==> src/rtl/core/rgbfx_pkg.sv <==
`default_nettype none
// ----------------------------------------------------------------------------
// rgbfx_pkg
// Shared types, constants and helpers for the RGB LED effect generator.
// ----------------------------------------------------------------------------
package rgbfx_pkg;

  // Effect tuning
  localparam int unsigned FADE_PEAK    = 150;
  localparam int unsigned BREATH_MAX   = 100;
  localparam int unsigned PALETTE_SIZE = 4;

  // Field widths
  localparam int unsigned COLOR_W   = 24;
  localparam int unsigned CHAN_W    = 8;
  localparam int unsigned TICK_W    = 16;
  localparam int unsigned LEVEL_W   = 7;
  localparam int unsigned PROD_W    = LEVEL_W + CHAN_W;
  localparam int unsigned CFG_IDX_W = 3;

  // Divide by BREATH_MAX as multiply by reciprocal; exact for products below 2^22/BREATH_MAX
  localparam int unsigned DIV_SHIFT = 22;
  localparam int unsigned DIV_MULT  = ((1 << DIV_SHIFT) + BREATH_MAX - 1) / BREATH_MAX;
  localparam int unsigned DIV_PW    = 40;

  typedef enum logic [1:0] {
    MODE_OFF    = 2'd0,
    MODE_SOLID  = 2'd1,
    MODE_BREATH = 2'd2,
    MODE_NEON   = 2'd3
  } mode_t;

  typedef enum logic [1:0] {
    PH_RED    = 2'd0,
    PH_BLUE   = 2'd1,
    PH_GREEN  = 2'd2,
    PH_UNUSED = 2'd3
  } phase_t;

  typedef enum logic [CFG_IDX_W-1:0] {
    REG_MODE       = 3'd0,
    REG_SPEED      = 3'd1,
    REG_BRIGHTNESS = 3'd2,
    REG_SOLID      = 3'd3,
    REG_PAL0       = 3'd4,
    REG_PAL1       = 3'd5,
    REG_PAL2       = 3'd6,
    REG_PAL3       = 3'd7
  } cfg_idx_t;

  // Step delay in ticks, speed 1 slowest .. 4 fastest; anything else acts as 3
  function automatic logic [3:0] breath_delay(input logic [2:0] speed);
    logic [3:0] d;
    case (speed)
      3'd1:    d = 4'd15;
      3'd2:    d = 4'd10;
      3'd4:    d = 4'd3;
      default: d = 4'd5;
    endcase
    return d;
  endfunction

  function automatic logic [3:0] neon_delay(input logic [2:0] speed);
    logic [3:0] d;
    case (speed)
      3'd1:    d = 4'd8;
      3'd2:    d = 4'd6;
      3'd4:    d = 4'd2;
      default: d = 4'd4;
    endcase
    return d;
  endfunction

  // floor(x / BREATH_MAX)
  function automatic logic [CHAN_W-1:0] div_breath(input logic [PROD_W-1:0] x);
    logic [DIV_PW-1:0] p;
    p = DIV_PW'(x) * DIV_PW'(DIV_MULT);
    return CHAN_W'(p >> DIV_SHIFT);
  endfunction

endpackage
`default_nettype wire

==> src/rtl/core/rgb_led_effect_generator_core.sv <==
`default_nettype none
// ----------------------------------------------------------------------------
// rgb_led_effect_generator_core
// One RGB drive value per item: off, solid, breath and neon fade effects.
// ----------------------------------------------------------------------------
//
//  channel  | signals                                   | direction
//  ---------+-------------------------------------------+----------
//  in       | in_valid, in_ready, in_restart            | item in
//  out      | out_valid, out_ready, out_lights_on,      | result out
//           | out_red_level/green_level/blue_level      |
//  cfg      | cfg_we, cfg_index, cfg_wdata              | reg write
//
//  Input, product and result registers share one enable: each item passes
//  through all three, one accepted every cycle while no result stalls.
//  Breath multiply feeds the product register, the reciprocal divide by
//  BREATH_MAX the result register; effect state commits as an item leaves
//  the input register. A stalled result freezes the pipe and drops in_ready.
//  rst_n: synchronous, active low, clears control and effect state.
//
module rgb_led_effect_generator_core (
  input  wire logic                          clk,
  input  wire logic                          rst_n,
  // input items
  input  wire logic                          in_valid,
  output logic                               in_ready,
  input  wire logic                          in_restart,
  // result items
  output logic                               out_valid,
  input  wire logic                          out_ready,
  output logic                               out_lights_on,
  output logic [rgbfx_pkg::CHAN_W-1:0]       out_red_level,
  output logic [rgbfx_pkg::CHAN_W-1:0]       out_green_level,
  output logic [rgbfx_pkg::CHAN_W-1:0]       out_blue_level,
  // configuration
  input  wire logic                          cfg_we,
  input  wire logic [rgbfx_pkg::CFG_IDX_W-1:0] cfg_index,
  input  wire logic [rgbfx_pkg::COLOR_W-1:0] cfg_wdata
);

  localparam int unsigned CW = rgbfx_pkg::CHAN_W;
  localparam int unsigned PW = rgbfx_pkg::PROD_W;
  localparam int unsigned LW = rgbfx_pkg::LEVEL_W;
  localparam int unsigned TW = rgbfx_pkg::TICK_W;

  // ---------------- configuration registers ----------------
  rgbfx_pkg::mode_t                mode_r;
  logic [2:0]                      speed_r;
  logic [1:0]                      bright_r;
  logic [rgbfx_pkg::COLOR_W-1:0]   solid_r;
  logic [rgbfx_pkg::COLOR_W-1:0]   pal_r [4];

  always_ff @(posedge clk) begin
    if (!rst_n) begin
      mode_r   <= rgbfx_pkg::MODE_OFF;
      speed_r  <= 3'd3;
      bright_r <= 2'd3;
      solid_r  <= '0;
      for (int i = 0; i < 4; i++) pal_r[i] <= '0;
    end else if (cfg_we) begin
      unique case (rgbfx_pkg::cfg_idx_t'(cfg_index))
        rgbfx_pkg::REG_MODE:       mode_r   <= rgbfx_pkg::mode_t'(cfg_wdata[1:0]);
        rgbfx_pkg::REG_SPEED:      speed_r  <= cfg_wdata[2:0];
        rgbfx_pkg::REG_BRIGHTNESS: bright_r <= cfg_wdata[1:0];
        rgbfx_pkg::REG_SOLID:      solid_r  <= cfg_wdata;
        rgbfx_pkg::REG_PAL0:       pal_r[0] <= cfg_wdata;
        rgbfx_pkg::REG_PAL1:       pal_r[1] <= cfg_wdata;
        rgbfx_pkg::REG_PAL2:       pal_r[2] <= cfg_wdata;
        rgbfx_pkg::REG_PAL3:       pal_r[3] <= cfg_wdata;
      endcase
    end
  end

  // ---------------- pipeline control ----------------
  // Single enable: everything moves unless a result is waiting.
  logic adv;
  assign adv      = !out_valid || out_ready;
  assign in_ready = adv;

  // Stage 1: input register
  logic s1_valid_r, s1_restart_r;

  always_ff @(posedge clk) begin
    if (!rst_n) begin
      s1_valid_r <= 1'b0;
    end else if (adv) begin
      s1_valid_r <= in_valid;
    end
  end

  always_ff @(posedge clk) begin
    if (adv) begin
      s1_restart_r <= in_restart;
    end
  end

  // ---------------- effect state ----------------
  logic [TW-1:0]       tick_r,  tick_nxt;
  rgbfx_pkg::phase_t   phase_r, phase_nxt;
  logic [CW-1:0]       fr_r, fg_r, fb_r, fr_nxt, fg_nxt, fb_nxt;
  logic [LW-1:0]       level_r, level_nxt;
  logic                fall_r, fall_nxt;
  logic [1:0]          pidx_r, pidx_nxt;

  // values headed for stage 2
  logic                on_c, div_c;
  logic [PW-1:0]       vr_c, vg_c, vb_c;

  function automatic logic [CW-1:0] toward(input logic [CW-1:0] v, input logic up);
    logic [CW-1:0] r;
    if (up) r = (v < CW'(rgbfx_pkg::FADE_PEAK)) ? v + CW'(1) : v;
    else    r = (v != '0) ? v - CW'(1) : v;
    return r;
  endfunction

  function automatic logic [CW-1:0] solid_scale(input logic [CW-1:0] c,
                                                input logic [1:0] br);
    logic [CW+1:0] c3;
    logic [CW-1:0] r;
    c3 = (CW+2)'(c) * (CW+2)'(3);
    unique case (br)
      2'd0: r = c >> 2;
      2'd1: r = c >> 1;
      2'd2: r = CW'(c3 >> 2);
      2'd3: r = c;
    endcase
    return r;
  endfunction

  always_comb begin
    logic [rgbfx_pkg::COLOR_W-1:0] col;
    logic [CW-1:0]                 pk;
    logic                          step;
    logic [1:0]                    pinc;

    tick_nxt  = tick_r;
    phase_nxt = phase_r;
    fr_nxt    = fr_r;
    fg_nxt    = fg_r;
    fb_nxt    = fb_r;
    level_nxt = level_r;
    fall_nxt  = fall_r;
    pidx_nxt  = pidx_r;
    on_c      = 1'b1;
    div_c     = 1'b0;
    vr_c      = '0;
    vg_c      = '0;
    vb_c      = '0;
    pk        = CW'(rgbfx_pkg::FADE_PEAK);
    step      = 1'b0;
    pinc      = pidx_r + 2'd1;
    col       = '0;

    if (s1_restart_r) begin
      tick_nxt  = '0;
      phase_nxt = rgbfx_pkg::PH_RED;
      fr_nxt    = '0;
      fg_nxt    = '0;
      fb_nxt    = '0;
      level_nxt = '0;
      fall_nxt  = 1'b0;
      pidx_nxt  = '0;
    end else if (tick_r != {TW{1'b1}}) begin
      tick_nxt = tick_r + TW'(1);
    end

    unique case (mode_r)
      rgbfx_pkg::MODE_OFF: begin
        on_c = 1'b0;
      end
      rgbfx_pkg::MODE_SOLID: begin
        vr_c = PW'(solid_scale(solid_r[23:16], bright_r));
        vg_c = PW'(solid_scale(solid_r[15:8],  bright_r));
        vb_c = PW'(solid_scale(solid_r[7:0],   bright_r));
      end
      rgbfx_pkg::MODE_BREATH: begin
        // output from the level before this item's step
        div_c = 1'b1;
        col   = pal_r[pidx_nxt];
        vr_c  = PW'(level_nxt) * PW'(col[23:16]);
        vg_c  = PW'(level_nxt) * PW'(col[15:8]);
        vb_c  = PW'(level_nxt) * PW'(col[7:0]);
        step  = !s1_restart_r && (tick_nxt >= TW'(rgbfx_pkg::breath_delay(speed_r)));
        if (step) begin
          tick_nxt = '0;
          if (!fall_r) begin
            if (level_r < LW'(rgbfx_pkg::BREATH_MAX)) level_nxt = level_r + LW'(1);
            else                                      fall_nxt  = 1'b1;
          end else begin
            if (level_r != '0) begin
              level_nxt = level_r - LW'(1);
            end else begin
              fall_nxt = 1'b0;
              pidx_nxt = ({1'b0, pinc} >= 3'(rgbfx_pkg::PALETTE_SIZE)) ? 2'd0 : pinc;
            end
          end
        end
      end
      rgbfx_pkg::MODE_NEON: begin
        step = !s1_restart_r && (tick_nxt >= TW'(rgbfx_pkg::neon_delay(speed_r)));
        if (step) begin
          tick_nxt = '0;
          unique case (phase_r)
            rgbfx_pkg::PH_BLUE: begin
              if (fr_r == '0 && fg_r == '0 && fb_r == pk) begin
                phase_nxt = rgbfx_pkg::PH_GREEN;
              end else begin
                fr_nxt = toward(fr_r, 1'b0);
                fg_nxt = toward(fg_r, 1'b0);
                fb_nxt = toward(fb_r, 1'b1);
              end
            end
            rgbfx_pkg::PH_GREEN: begin
              if (fr_r == '0 && fg_r == pk && fb_r == '0) begin
                phase_nxt = rgbfx_pkg::PH_RED;
              end else begin
                fr_nxt = toward(fr_r, 1'b0);
                fg_nxt = toward(fg_r, 1'b1);
                fb_nxt = toward(fb_r, 1'b0);
              end
            end
            rgbfx_pkg::PH_RED, rgbfx_pkg::PH_UNUSED: begin
              // unused code runs as the red phase
              if (fr_r == pk && fg_r == '0 && fb_r == '0) begin
                phase_nxt = rgbfx_pkg::PH_BLUE;
              end else begin
                fr_nxt = toward(fr_r, 1'b1);
                fg_nxt = toward(fg_r, 1'b0);
                fb_nxt = toward(fb_r, 1'b0);
              end
            end
          endcase
        end
        vr_c = PW'(fr_nxt);
        vg_c = PW'(fg_nxt);
        vb_c = PW'(fb_nxt);
      end
    endcase
  end

  // state commits as the item moves into stage 2
  always_ff @(posedge clk) begin
    if (!rst_n) begin
      tick_r  <= '0;
      phase_r <= rgbfx_pkg::PH_RED;
      fr_r    <= '0;
      fg_r    <= '0;
      fb_r    <= '0;
      level_r <= '0;
      fall_r  <= 1'b0;
      pidx_r  <= '0;
    end else if (adv && s1_valid_r) begin
      tick_r  <= tick_nxt;
      phase_r <= phase_nxt;
      fr_r    <= fr_nxt;
      fg_r    <= fg_nxt;
      fb_r    <= fb_nxt;
      level_r <= level_nxt;
      fall_r  <= fall_nxt;
      pidx_r  <= pidx_nxt;
    end
  end

  // ---------------- stage 2: products / plain values ----------------
  logic          s2_valid_r, s2_on_r, s2_div_r;
  logic [PW-1:0] s2_r_r, s2_g_r, s2_b_r;

  always_ff @(posedge clk) begin
    if (!rst_n) begin
      s2_valid_r <= 1'b0;
    end else if (adv) begin
      s2_valid_r <= s1_valid_r;
    end
  end

  always_ff @(posedge clk) begin
    if (adv) begin
      s2_on_r  <= on_c;
      s2_div_r <= div_c;
      s2_r_r   <= vr_c;
      s2_g_r   <= vg_c;
      s2_b_r   <= vb_c;
    end
  end

  // ---------------- stage 3: result register ----------------
  logic          out_valid_r, out_on_r;
  logic [CW-1:0] out_r_r, out_g_r, out_b_r;

  always_ff @(posedge clk) begin
    if (!rst_n) begin
      out_valid_r <= 1'b0;
    end else if (adv) begin
      out_valid_r <= s2_valid_r;
    end
  end

  always_ff @(posedge clk) begin
    if (adv) begin
      out_on_r <= s2_on_r;
      out_r_r  <= s2_div_r ? rgbfx_pkg::div_breath(s2_r_r) : CW'(s2_r_r);
      out_g_r  <= s2_div_r ? rgbfx_pkg::div_breath(s2_g_r) : CW'(s2_g_r);
      out_b_r  <= s2_div_r ? rgbfx_pkg::div_breath(s2_b_r) : CW'(s2_b_r);
    end
  end

  assign out_valid       = out_valid_r;
  assign out_lights_on   = out_on_r;
  assign out_red_level   = out_r_r;
  assign out_green_level = out_g_r;
  assign out_blue_level  = out_b_r;

endmodule
`default_nettype wire

==> config.mk <==
export PLATFORM = sky130hd
export DESIGN_NAME = rgb_led_effect_generator_core
export DESIGN_NICKNAME = d
export VERILOG_FILES = /design/src/rtl/core/rgbfx_pkg.sv /design/src/rtl/core/rgb_led_effect_generator_core.sv
export SDC_FILE = /design/constraint.sdc
export NUM_CORES = 2
export LEC_CHECK = 0
export ABC_AREA = 1
export BUFFER_PORTS_ARGS = -buffer_cell sky130_fd_sc_hd__clkbuf_2
export CAP_MARGIN = 20
export CORE_MARGIN = 5
export CORE_UTILIZATION = 60
export CTS_BUF_LIST = sky130_fd_sc_hd__clkbuf_8 sky130_fd_sc_hd__clkbuf_16
export CTS_CLUSTER_DIAMETER = 50
export DETAILED_ROUTE_END_ITERATION = 7
export HOLD_SLACK_MARGIN = 0.1
export PLACE_DENSITY = 0.78
export SETUP_SLACK_MARGIN = 0.05
export SLEW_MARGIN = 20
export SYNTH_ARGS = -nofsm -noshare
export SYNTH_HDL_FRONTEND = slang
export SYNTH_SLANG_ARGS = --single-unit
==> constraint.sdc <==
create_clock -name clk -period 5.6 [get_ports clk]
set_clock_uncertainty 0.15 [all_clocks]
set_input_delay 0.28 -clock clk [delete_from_list [all_inputs] [get_ports clk]]
set_output_delay 0.28 -clock clk [all_outputs]
set_load 0.005 [all_outputs]
==> run metrics <==
status=complete, no violations; total number of vias=between 20k and 30k; critical path arrival=5.48 ns; HP Class=in2reg; First DRT Iteration DRCs=2142; Leak=~18 nW; Core ar.=a little over 50000 µm²; CTS tree=yes; dpl cells=roughly 4.7k; f_max=around 190 MHz; Post-Layout Cell Count=4790; Pre-antenna DRT Iters=6; root buf cell=clkbuf_16; VDD IR max=0.260 mV; Worst R2R Start=s1_restart_r; met3 usage=0.0385; antenna violations before repair=2; Total GRT Usage=0.283; Die X=~240 µm; Synth top area share=0.188; Skew-Pair Late Insertion Delay=between 0.5 and 0.6 ns; switching part of the total=0.322; CP Class=reg2reg; Clk pwr share=0.382; number of cell rows=83; antenna cells=0; Avg WL per Cell=between 15 and 20 µm; setup TNS=0 ns; Net Switching=roughly 1.8 mW; worst reg2reg path endpoint=s2_b_r[14]; part of the power in registers=0.389; Top Usage Layer GRT=met2; Netlist Area Pre-Place=between 30000 and 40000 µm²; Slew headroom=0.330; slowest CP cell=fa_1; Top FF cell, synth=edfxtp_1; filler instances=around 4.3k; leading area contributor after synthesis=fa_1; GR Layer Usage met1=0.391; Max clock buf depth=3; layout cells sized above 1=0.0706; Area Growth Syn to Fin=10.2%; hold path startpoint=cfg_index[0]; R2R cell count=23; Routed Antenna Nets=0; die area=about 57000 µm²; Hold EP=bright_r[0]; count leader, synth=inv_1; max-cap violations=0; H-tree levels=2; Initial Utilization=0.608; IO Count=60; multi-input logic area=21400 µm²; Unique masters post-synth=between 50 and 60; final hold vios=0; die height=239 µm; Critical Path, Cell by Cell=nor2_4, buf_4, clkbuf_16, nand2_1, nand3_1, nand2_1, nor2_2, fa_1, fa_1, fa_1, ha_1, ha_1, nand2_1, inv_1, nand3_1, o221ai_1, nand3_1, nand2_1, nand2_1, a21boi_0, o21ai_0, nand2_1, nor2_1; vias in the first global route=between 20k and 30k; Worst-Margin Slew=a little over 1 ns; Synth area leaders=fa_1 (19%), ha_1 (18%), edfxtp_1 (16%); sequential area share after synthesis=0.217; hpwl dp=between 60 and 70 mm; FF/Latch Area=approximately 7000 µm²; pwr dens=roughly 160 nW/µm²; cell mode on critical path=nand2_1; Sink Count=roughly 260; Int Power=3.80 mW; Worst-path clk slew=~0.060 ns; RSZ-0062 raised after global routing=false; met2 usage=0.467; period utilization=0.954; Nets=around 4.8k; post-synthesis cell count=3965; CP max stage delay=0.58 ns; Required @ worst endpoint=around 5.7 ns; Hold Crit Depth=5; final worst slack=roughly 0.26 ns; first-pass GRT wire length=around 130 mm; Post-synth EDFFs=between 150 and 200; CP max FO=24; Final Util=0.671; Synth Warn #=0; routability congestion estimate=just under 1; vias per cell=roughly 5.6; Num CTS Buffers=36; crit start category=register; Post-Route WL=between 80 and 90 mm; Max Transition Viols Final=0; Crit. End Element=register; Hold Worst Slack=between 0.15 and 0.2 ns; Commonest cells post-synth=inv_1 (748), nand2_1 (688), ha_1 (439), nor2_1 (432), fa_1 (294); synthesized flop and latch total=~260; Mean Syn Cell Area=between 7 and 8 µm²; Logic pwr share=0.229; async set-reset flop share out of synthesis=0; GRT Residual Overflow=0; Reg2Reg Setup Slack=0.26 ns; pre-CTS WS=roughly 0.086 ns; syn_nets=4731; I/O Buffers=slightly below 60; drt drc=0; # setup viols final=0; minimum clock period=roughly 5.3 ns; largest net degree at the start of global routing=approximately 70
logic make-up after synthesis:
| group | share of synthesized area |
|---|---|
| buf+inv | 0.104 |
| compound gates | 0.106 |
| simple gates | 0.196 |
| xor+xnor | 0.0131 |
| flops | 0.217 |
| fa+ha+maj | 0.363 |
sequential cells by signal, summed over array words and instances, names as in the netlist, 15 cells and up:
signal / flops
solid_r: 24
pal_r: 96
s2_r_r: 15
s2_g_r: 15
s2_b_r: 15
tick_r: 16
worst max-delay path by stage:
stage / startpoint / end
6_report: s1_restart_r / s2_b_r[14]
5_1_grt: s1_restart_r / s2_b_r[14]
4_1_cts: s1_restart_r / s2_g_r[13]
3_5_place_dp: s1_restart_r / s2_g_r[13]
3_3_place_gp: s1_restart_r / s2_b_r[13]
2_1_floorplan: s1_restart_r / s2_g_r[13]
cells in the final DEF, fill, tap and decap left out, drive strengths merged, types with 6 or more instances in the layout:
cell / synthesis / routed
inv: 753 / 770
nand2: 697 / 697
nor2: 440 / 440
ha: 439 / 439
fa: 294 / 294
a21oi: 241 / 241
o21ai: 224 / 224
nand3: 207 / 207
edfxtp: 169 / 169
clkbuf: 83 / 99
buf: 23 / 93
dfxtp: 86 / 86
nand4: 53 / 53
nor3: 36 / 36
dlygate4sd3: 0 / 32
xor2: 30 / 30
o211ai: 30 / 30
a31oi: 24 / 24
xnor2: 17 / 17
or2: 16 / 16
a21o: 12 / 12
a211oi: 9 / 9
clkinv: 4 / 9
o221ai: 8 / 8
a21boi: 7 / 7
nand3b: 6 / 6
nor4: 6 / 6
o2111ai: 6 / 6
metrics by stage:
step                      power [mW]  cell area [µm²]
after global routing            5.93            34500
final                           5.61            34500
after CTS                       5.62            34200
after floorplan                 3.09            31300
after global placement          3.42            32700
after detailed placement        3.45            32700
critical path: cells and delay by family, from the launching register on:
family	cells	cell delay (ns)
fa+ha+maj	5	2.11
buf+inv	3	0.44
flops	1	0.45
simple gates	12	1.31
compound gates	3	0.59
layer usage:
metal  part of all wire  vias up
met2               0.47      944
met1               0.43    12500
met4              0.038        4
met3              0.067      193
met5            0.00033        -
li1                   -    13100
layout make-up:
class / instances / area share
sequential: 255 / 0.197
tap: 680 / 0.0246
multi-input combinational: 2847 / 0.620
clock buffer: 38 / 0.0269
timing repair buffer: 186 / 0.0434
clock inverter: 27 / 0.00561
inverter: 757 / 0.0825
what timing repair did:
action	in CTS	in global routing
setup buffers	1	17
endpoints found under the setup margin	3	10
hold buffers	32	0
gates cloned	0	2
pin swaps	0	9
hold endpoints to repair	133	0
resized for setup	2	37
power by group through the flow:
stage | Combinational, mW | Clock, mW | Sequential [mW]
final | 1.29 | 2.14 | 2.18
after global routing | 1.48 | 2.27 | 2.19
after CTS | 1.27 | 2.18 | 2.18
after detailed placement | 1.24 | 0 | 2.22
after global placement | 1.20 | 0 | 2.21
after floorplan | 0.899 | 0 | 2.19
No activity file was read; power rests on OpenSTA's default activity.
